### src/rtl/edc_pkg.sv
// ----------------------------------------------------------------------------
// edc_pkg
// Shared types and codes for the edit distance engine.
// ----------------------------------------------------------------------------
package edc_pkg;

  localparam logic [1:0] FUNC_APPEND_FIRST  = 2'd0;
  localparam logic [1:0] FUNC_APPEND_SECOND = 2'd1;
  localparam logic [1:0] FUNC_COMPUTE       = 2'd2;

  localparam int unsigned DIST_W = 7;
  localparam logic [DIST_W-1:0] DIST_MAX = 7'd127;

  typedef enum logic [1:0] {
    ST_IDLE,
    ST_FEED,
    ST_DRAIN,
    ST_DONE
  } edc_state_e;

  typedef struct packed {
    logic valid;
    logic last;
  } tok_ctl_t;

endpackage

### src/rtl/edc_cell.sv
// ----------------------------------------------------------------------------
// edc_cell
// One column of the dynamic programme: holds one character of the second
// string and the last row value of its column, and passes row tokens right.
// ----------------------------------------------------------------------------
module edc_cell import edc_pkg::*; #(
  parameter int unsigned DW  = 7,
  parameter int unsigned IDX = 1
) (
  input  logic          clk_i,
  input  logic          rst_ni,
  input  logic          start_i,
  input  logic          enable_i,
  input  logic          load_i,
  input  logic [7:0]    load_ch_i,
  input  tok_ctl_t      ctl_i,
  input  logic [7:0]    ch_i,
  input  logic [DW-1:0] d_i,
  output tok_ctl_t      ctl_o,
  output logic [7:0]    ch_o,
  output logic [DW-1:0] d_o
);

  logic [7:0]    char_q;
  logic [DW-1:0] up_q;
  logic [DW-1:0] diag_q;
  logic [DW:0]   up_inc;
  logic [DW:0]   left_inc;
  logic [DW:0]   sub_cost;
  logic [DW:0]   min_a;
  logic [DW:0]   min_b;
  logic [DW-1:0] res;

  always_comb begin
    up_inc   = {1'b0, up_q} + (DW+1)'(1);
    left_inc = {1'b0, d_i} + (DW+1)'(1);
    sub_cost = {1'b0, diag_q} + ((ch_i == char_q) ? (DW+1)'(0) : (DW+1)'(1));
    min_a    = (up_inc < left_inc) ? up_inc : left_inc;
    min_b    = (min_a < sub_cost) ? min_a : sub_cost;
    res      = min_b[DW-1:0];
  end

  always_ff @(posedge clk_i) begin
    if (load_i) begin
      char_q <= load_ch_i;
    end
    if (start_i) begin
      up_q   <= DW'(IDX);
      diag_q <= DW'(IDX - 1);
    end else if (ctl_i.valid && enable_i) begin
      up_q   <= res;
      diag_q <= d_i;
    end
    ch_o <= ch_i;
    d_o  <= enable_i ? res : d_i;
  end

  always_ff @(posedge clk_i or negedge rst_ni) begin
    if (!rst_ni) begin
      ctl_o <= '0;
    end else begin
      ctl_o <= ctl_i;
    end
  end

endmodule

### config.mk
export PLATFORM = sky130hd
export DESIGN_NAME = edc_cell
export DESIGN_NICKNAME = d
export VERILOG_FILES = /design/src/rtl/edc_pkg.sv /design/src/rtl/edc_cell.sv
export SDC_FILE = /design/constraint.sdc
export NUM_CORES = 1
export LEC_CHECK = 0
export ABC_AREA = 1
export BUFFER_PORTS_ARGS = -buffer_cell sky130_fd_sc_hd__buf_2
export CELL_PAD_IN_SITES_DETAIL_PLACEMENT = 1
export CELL_PAD_IN_SITES_GLOBAL_PLACEMENT = 2
export CORE_MARGIN = 2
export CORE_UTILIZATION = 28
export CTS_CLUSTER_SIZE = 8
export DETAILED_ROUTE_END_ITERATION = 8
export GPL_TIMING_DRIVEN = 0
export HOLD_SLACK_MARGIN = 0.06
export PLACE_DENSITY_LB_ADDON = 0.2
export RECOVER_POWER = 100
export SKIP_LAST_GASP = 1
export SLEW_MARGIN = 20
export SYNTH_ARGS = -nofsm -noshare
export SYNTH_HDL_FRONTEND = slang
export SYNTH_SLANG_ARGS = --single-unit
### constraint.sdc
create_clock -name clk_i -period 3.8 [get_ports clk_i]
set_input_delay 0.57 -clock clk_i [delete_from_list [all_inputs] [get_ports clk_i]]
set_output_delay 0.57 -clock clk_i [all_outputs]
set_load 0.02 [all_outputs]
; ---- Yosys cells after proc, flatten, opt, wreduce, memory -nomap -nowiden
; Cells that the tools add are included.
[classes]
reduce_logical = 1
n_eq_ne = 1
mux = 4
order_cmp = 2
addsub = 3
[op_table]
columns = operator, n
row1 = 7-bit by 1-bit adder with 8-bit output (second input constant), 2
row2 = 8-bit less-than comparator, 2
row3 = 7-bit 2-to-1 mux, 2
row4 = 7-bit by 1-bit adder with 8-bit output, 1
row5 = 8-bit == test, 1
row6 = 8-bit 2-to-1 mux, 1
row7 = 1-bit logical AND, 1
row8 = 1-bit 2-to-1 mux, 1
[totals]
word_cells = 18
regBits = 39
output_inout_bits = 17

; ---- Depth between registers and ports, before layout
; Gate-level depths: netlist of run 1.
[logic_depth]
depth_word = 6
depth_mapped = 27
depth_no_buf = 26

; ---- Least setup slack after synthesis of run 1
; OpenSTA, ideal clock, no wires.
[synth_timing]
kind = input -> register
start = input d_i[0]
end = register d_o[2]
path_stages = 19
slack_ns = 0.058
arrival_time_ns = 3.625
setup_time_ns = 0.117
path_cell_list = ha_1 nand3_1 nor3_1 xor2_1 ha_1 nand2_1 a21oi_1 nand2_2 nand2_2 inv_1 o21ai_0 ha_1 a21oi_1 nor2_1 a211oi_1 clkbuf_1 nand3_1 nand3_1 o21ai_1
[synth_via]
elab_chain_cells = 6
[synth_lines]
columns = element, line_no
row1 = start: declaration, edc_cell.sv:18  ; input logic [DW-1:0] d_i,
row2 = 7-bit by 1-bit adder with 8-bit output *, edc_cell.sv:36  ; left_inc = {1'b0, d_i} + (DW+1)'(1);
row3 = 8-bit less-than comparator, edc_cell.sv:38  ; min_a = (up_inc < left_inc) ? up_inc : left_inc;
row4 = 8-bit 2-to-1 mux *, edc_cell.sv:38
row5 = 8-bit less-than comparator, edc_cell.sv:39  ; min_b = (min_a < sub_cost) ? min_a : sub_cost;
row6 = 7-bit 2-to-1 mux *, edc_cell.sv:39
row7 = 7-bit 2-to-1 mux *, edc_cell.sv:55  ; d_o <= enable_i ? res : d_i;
row8 = end signal: assignment, edc_cell.sv:55
row9 = end: declaration, edc_cell.sv:21  ; output logic [DW-1:0] d_o
; Every way passes the cells marked *; elsewhere a longest branch is shown, timed or not.
; A chain may end at the register's enable or synchronous reset.

; ---- Final worst setup path of run 1
[layout_timing]
start = register char_q[6]
end = register up_q[5]
[layout_via]
elab_chain_cells = 5
[layout_lines]
columns = element, line_no
row1 = start: declaration, edc_cell.sv:24  ; logic [7:0] char_q;
row2 = start signal: assignment, edc_cell.sv:45  ; char_q <= load_ch_i;
row3 = 8-bit == test *, edc_cell.sv:37  ; sub_cost = {1'b0, diag_q} + ((ch_i == char_q) ? (DW+1)'(0) : (DW+1)'(1));
row4 = 1-bit 2-to-1 mux *, edc_cell.sv:37
row5 = 7-bit by 1-bit adder with 8-bit output *, edc_cell.sv:37
row6 = 8-bit less-than comparator, edc_cell.sv:39
row7 = 7-bit 2-to-1 mux *, edc_cell.sv:39
row8 = end signal: assignment, edc_cell.sv:48  ; up_q <= DW'(IDX);
row9 = end signal: assignment, edc_cell.sv:51  ; up_q <= res;
row10 = end: declaration, edc_cell.sv:25  ; logic [DW-1:0] up_q;
; Marked as above.

==> flow_summary.yaml, run 1 <==
worst_setup_path:
  cp-start-kind: "register"
  cp_max_fo: 10
  r2r_cells: 19
  setup.worst_path.class: "register to register"
  r2r_setup_slack_ns: 0.27
  cp-end-kind: "register"
  r2r_start: "char_q[6]"
  worstPathRequired_ns: 4.00
  worstReg2RegEnd: "up_q[5]"
  crit_arrival_ns: 3.73
floorplan:
  die_height_um: 94.0
  start_util_pct: 29.1
  num_rows: 32
  io_pins: 47
  die-area_um2: 8840
  die_x_um: 94.0
  core_um2: 7810
layout:
  final_area_um2: 2820
  layout_common_cells: "nand2_1, inv_1, nand3_1, clkbuf_1, dfxtp_1"
  instances_no_fill: 453
  drive_above_1_share_pct: 17.9
  n_fill_cell: 979
  antenna_cells: 0
  area_growth_syn_to_layout_pct: 24.3
  layout_commonest_cell: "nand2_1"
  nNetsFinal: 397
global_routing:
  track_usage_pct: 14.7
  grt_overflow: 0
  grt_pass1_wl_um: 9820
  grt_antenna_before_repair: 0
  grt_pass1_vias: 1980
  grt_max_degree: 15
place:
  post-place-ws_ns: -0.963
  hpwl_um: 5080
  routabilityCongestion: 0.786
  place_inst: 440
  placed_area_um2: 2630
  portBuffers: 46
clock_tree:
  cts_root_buffer: "clkbuf_8"
  clock_path_buffers: 2
  clk_pin_slew_ns: 0.09
  clkLatencyLatePin_ns: 0.30
  cts_tree: "done"
  cts_buffers: 5
  cts_num_sinks: 39
  h-tree-depth: 2
route:
  viasPerCell: 4.44
  first_iter_violations: 53
  ant_nets: 0
  drt-wirelength-per-cell_um: 13.8
  drt-total-wl_um: 6230
  drc_errors: 0
  vias: 2011
  firstDrtPassIters: 4
yosys:
  synth.avg_cell_area_um2: 7.77
  ys_seq_area_share_pct: 38.4
  synthCells: 292
  netlist_area_um2: 2270
  ys_warn_count: 0
  synth_cell_types: 28
  synth_nets: 339
  ys_seq_elements: 39
sta:
  min_period_ns: 3.53
  setup_slack_ns: 0.268
  finalHoldViolations: 0
  slew_violations: 0
  fmax_mhz: 283
  setup_viol: 0
  finalCritPeriodShare_pct: 92.9
  worst_pin_slew_ns: 0.616
  finClkSkew_ns: 0.00992
  timing.slew.headroom_pct: 59.0
power:
  max-vdd-ir-drop_mv: 0.195
  p_total_mw: 1.29
  power_density_nw_per_um2: 457
  cellLeakagePower_nw: 1.30
hold_path:
  holdPathStages: 1
  holdPathEnd: "ctl_o[0]"
  worstHoldPathType: "input port to register"
  min-delay-start: "ctl_i[0]"
run:
  drv_cap: 0
run_status:
  status: "completed"
==> cell families after synthesis <==
family                     share of synthesized area [%]
and+or+nand+nor                                     27.0
buffers and inverters                               9.54
DFF                                                 38.4
AOI/OAI and AO/OA                                   8.38
xor gates and xnor gates                            7.34
adders and majority gates                           9.38
==> where the power goes <==
group          switching, mW  internal, mW
Combinational          0.274         0.170
Sequential            0.0186         0.466
Clock                  0.160         0.199
Total                  0.452         0.835
==> area by class of cell <==
| type | instances | area (um2) | share of cell area, % |
|---|---|---|---|
| multi-input cells | 201 | 1240 | 43.9 |
| flip-flops and latches | 39 | 876 | 31.1 |
| repair buffers | 51 | 234 | 8.30 |
| inverters | 45 | 171 | 6.08 |
| well taps | 102 | 128 | 4.53 |
| clock buffers | 5 | 68.8 | 2.44 |
| plain buffers | 7 | 55.1 | 1.95 |
| clock inverters | 3 | 47.5 | 1.69 |
==> Yosys cell counts <==
cell type	n	area share [%]
nand2_4	2	0.99
nand2_1	55	9.1
buf_2	2	0.44
nor2_1	20	3.3
or2_0	1	0.28
nand4_1	5	1.4
dfrtp_1	2	2.2
xor2_1	11	4.2
nand3_1	32	7.1
nand3_2	3	1.3
a21oi_1	10	2.2
and2_1	1	0.28
inv_1	44	7.3
buf_8	1	0.66
a211oi_1	8	2.6
nor3_1	2	0.44
nor2_2	1	0.28
or4_1	1	0.33
xnor2_1	8	3.1
edfxtp_1	8	11
dfxtp_1	29	26
buf_6	1	0.50
o21ai_0	8	1.8
clkbuf_1	3	0.50
nand2_2	8	2.2
o21ai_1	8	1.8
inv_2	1	0.17
ha_1	17	9.4
==> metal layers <==
metal  up-vias  part of all wire [%]  track usage, %
met3         4                   3.4            3.13
met4         0                  0.64            2.54
met2        35                    49            25.9
met1       913                    47            18.5
li1       1059                     -               -
met5         -                     0               0
==> worst max-delay path, stage by stage, from the launching register on <==
cell and delay, ns:
edfxtp_1 0.39, xnor2_1 0.16, nand2_1 0.06, or4_1 0.54, ha_1 0.24, ha_1 0.23, nand3_2 0.11, nor2_1 0.06
xor2_1 0.22, inv_1 0.09, ha_1 0.28, nand2_1 0.08, nor2_1 0.08, a211oi_4 0.34, nand2_4 0.12, buf_8 0.16
nand2_2 0.05, nand3_1 0.09, nand2_1 0.08, inv_1 0.04
==> through the flow <==
stage | setup TNS [ns] | utilization [%] | hold WS [ns]
finish | 0 | 36.1 | 0.384
floorplan | 0 | - | 0.274
global route | -0.0158 | 36.1 | 0.376
CTS | 0 | 35.5 | 0.380
detailed placement | -11.97 | 33.6 | 0.358
global placement | -11.39 | 33.6 | 0.354
==> state kept, by name, summed over array words and instances (netlist names) <==
register	count
ctl_o	2
d_o	7
ch_o	8
up_q	7
char_q	8
diag_q	7
==> worst max path at each step <==
| stage | startpoint | end | slack [ns] |
|---|---|---|---|
| floorplan | d_i[0] | d_o[2] | 0.06 |
| global placement | d_i[0] | up_q[3] | -0.92 |
| detailed placement | d_i[0] | up_q[5] | -0.96 |
| CTS | d_i[0] | up_q[4] | 0.001 |
| global route | up_q[0] | up_q[3] | -0.02 |
| finish | char_q[6] | up_q[5] | 0.27 |
==> repair_timing <==
item | CTS | global route
endpoints found under the setup margin | 14 | 14
setup buffers | 0 | 4
endpoints found under the hold margin | 2 | 0
hold buffers | 1 | 0
pin swaps | 0 | 5
gates cloned | 0 | 0
resized for setup | 8 | 17
Note: power is estimated with default switching activity, not from simulation.
==> run 2: changes to the inputs <==
--- a/config.mk
+++ b/config.mk
@@ -15,6 +15,7 @@
 export DETAILED_ROUTE_END_ITERATION = 8
 export GPL_TIMING_DRIVEN = 0
 export HOLD_SLACK_MARGIN = 0.06
+export MAX_ROUTING_LAYER = met4
 export PLACE_DENSITY_LB_ADDON = 0.2
 export RECOVER_POWER = 100
 export SKIP_LAST_GASP = 1
==> flow_summary.yaml, run 2 (synthesis gave the netlist of run 1 again) <==
run_status:
  status: "completed"
sta:
  fmax_mhz: 283
  finalHoldViolations: 0
  finClkSkew_ns: 0.00976
  worst_pin_slew_ns: 0.627
  finalCritPeriodShare_pct: 92.8
  slew_violations: 0
  timing.slew.headroom_pct: 58.2
  min_period_ns: 3.53
  setup_tns_ns: 0
  setup_viol: 0
clock_tree:
  cts_root_buffer: "clkbuf_8"
  cts_tree: "done"
  clk_pin_slew_ns: 0.09
  cts_num_sinks: 39
  clkLatencyLatePin_ns: 0.29
  clock_path_buffers: 2
  h-tree-depth: 2
  cts_buffers: 5
layout:
  n_fill_cell: 979
  reg.largest.list: "ch_o: 8 flops, char_q: 8 flops"
  antenna_cells: 0
  drive_above_1_share_pct: 17.9
  area_growth_syn_to_layout_pct: 24.3
  layout_commonest_cell: "nand2_1"
  nNetsFinal: 397
  layout_common_cells: "nand2_1, inv_1, nand3_1, clkbuf_1, dfxtp_1"
  final_area_um2: 2820
floorplan:
  die-area_um2: 8840
  start_util_pct: 29.1
  io_pins: 47
  die_x_um: 94.0
  num_rows: 32
  core_um2: 7810
  die_height_um: 94.0
route:
  viasPerCell: 4.46
  drc_errors: 0
  vias: 2022
  drt-wirelength-per-cell_um: 13.8
  ant_nets: 0
  firstDrtPassIters: 4
  first_iter_violations: 54
  drt-total-wl_um: 6260
place:
  placed_area_um2: 2630
  hpwl_um: 5080
  routabilityCongestion: 0.797
  portBuffers: 46
global_routing:
  grt_max_degree: 15
  track_usage_pct: 15.0
  grt_antenna_before_repair: 0
  grt_overflow: 0
  grt_pass1_vias: 1984
  grt_pass1_wl_um: 9800
run:
  drv_cap: 0
worst_setup_path:
  crit_arrival_ns: 3.72
  cp_max_fo: 10
  worstPathRequired_ns: 4.00
  setup.worst_path.class: "register to register"
  cp-end-kind: "register"
  cp-start-kind: "register"
power:
  p_int_mw: 0.835
  clkPwrFrac_pct: 27.9
  p_total_mw: 1.29
  netSwitchingPower_mw: 0.452
  max-vdd-ir-drop_mv: 0.195
  seq_power_share_pct: 37.7
  switching_share_pct: 35.1
  pwr-share-comb_pct: 34.5
  cellLeakagePower_nw: 1.30
  power_density_nw_per_um2: 457
hold_path:
  worstHoldPathType: "input port to register"
==> run 2: cell counts in the layout (fill, tap and decap cells not counted) <==
Identical to the previous run, type by type.
==> run 2: power by group through the flow <==
| stage | clock, mW | combinational, mW | sequential (mW) |
|---|---|---|---|
| 2_1_floorplan | 0 | 0.272 | 0.525 |
| 3_3_place_gp | 0 | 0.422 | 0.492 |
| 3_5_place_dp | 0 | 0.429 | 0.494 |
| 4_1_cts | 0.373 | 0.441 | 0.484 |
| 5_1_grt | 0.387 | 0.500 | 0.490 |
| 6_report | 0.359 | 0.444 | 0.485 |
==> run 2: area by class of cell <==
cell class	instances	area (um2)	share of cell area (%)
clock buffer	5	68.8	2.44
multi-input combinational	201	1240	43.9
tap	102	128	4.53
buffer	7	55.1	1.95
timing repair buffer	51	234	8.30
clock inverter	3	47.5	1.69
sequential	39	876	31.1
inverter	45	171	6.08
==> run 2: repair_timing <==
action / in CTS / in global routing
gates resized for setup: 8 / 17
gates cloned: 0 / 0
pin swaps: 0 / 5
hold buffers: 1 / 0
buffers inserted: 0 / 4
hold endpoints to repair: 2 / 0
setup endpoints to repair: 14 / 14
==> run 2: through the flow <==
step	instances	hold WS [ns]	utilization [%]	setup WS, ns
after floorplan	292	0.274	-	0.0585
after global placement	440	0.354	33.6	-0.923
after detailed placement	440	0.358	33.6	-0.963
after CTS	449	0.380	35.5	0.00148
after global routing	453	0.376	36.1	-0.0162
final	453	0.386	36.1	0.272
==> run 2: critical path: stages, from the launching register on <==
cell and delay [ns]:
edfxtp_1 0.39, xnor2_1 0.16, nand2_1 0.06, or4_1 0.54, ha_1 0.24, ha_1 0.23
nand3_2 0.11, nor2_1 0.06, xor2_1 0.22, inv_1 0.09, ha_1 0.28, nand2_1 0.08
nor2_1 0.08, a211oi_4 0.34, nand2_4 0.12, buf_8 0.16, nand2_2 0.05, nand3_1 0.09
nand2_1 0.08, inv_1 0.04
==> run 2: worst paths after layout <==
path                       startpoint         to  slack [ns]  cells past startpoint
setup / recovery            char_q[6]    up_q[5]        0.27                     19
hold / removal               ctl_i[0]   ctl_o[0]        0.39                      1
setup reg to reg            char_q[6]    up_q[5]        0.27                     19
hold reg to reg             diag_q[0]  diag_q[0]        0.51                      2
max in group asynchronous      rst_ni   ctl_o[0]        3.08                      2
min in group asynchronous      rst_ni   ctl_o[1]        0.60                      2
==> run 2: metal layers <==
| layer | global-route usage [%] | share of wire, % | vias up | wire, um |
|---|---|---|---|---|
| li1 | - | - | 1059 | - |
| met3 | 2.81 | 3.2 | 4 | 201 |
| met5 | - | 0 | - | 0 |
| met4 | 2.54 | 0.61 | 0 | 38 |
| met2 | 25.9 | 49 | 36 | 3080 |
| met1 | 18.7 | 47 | 923 | 2940 |
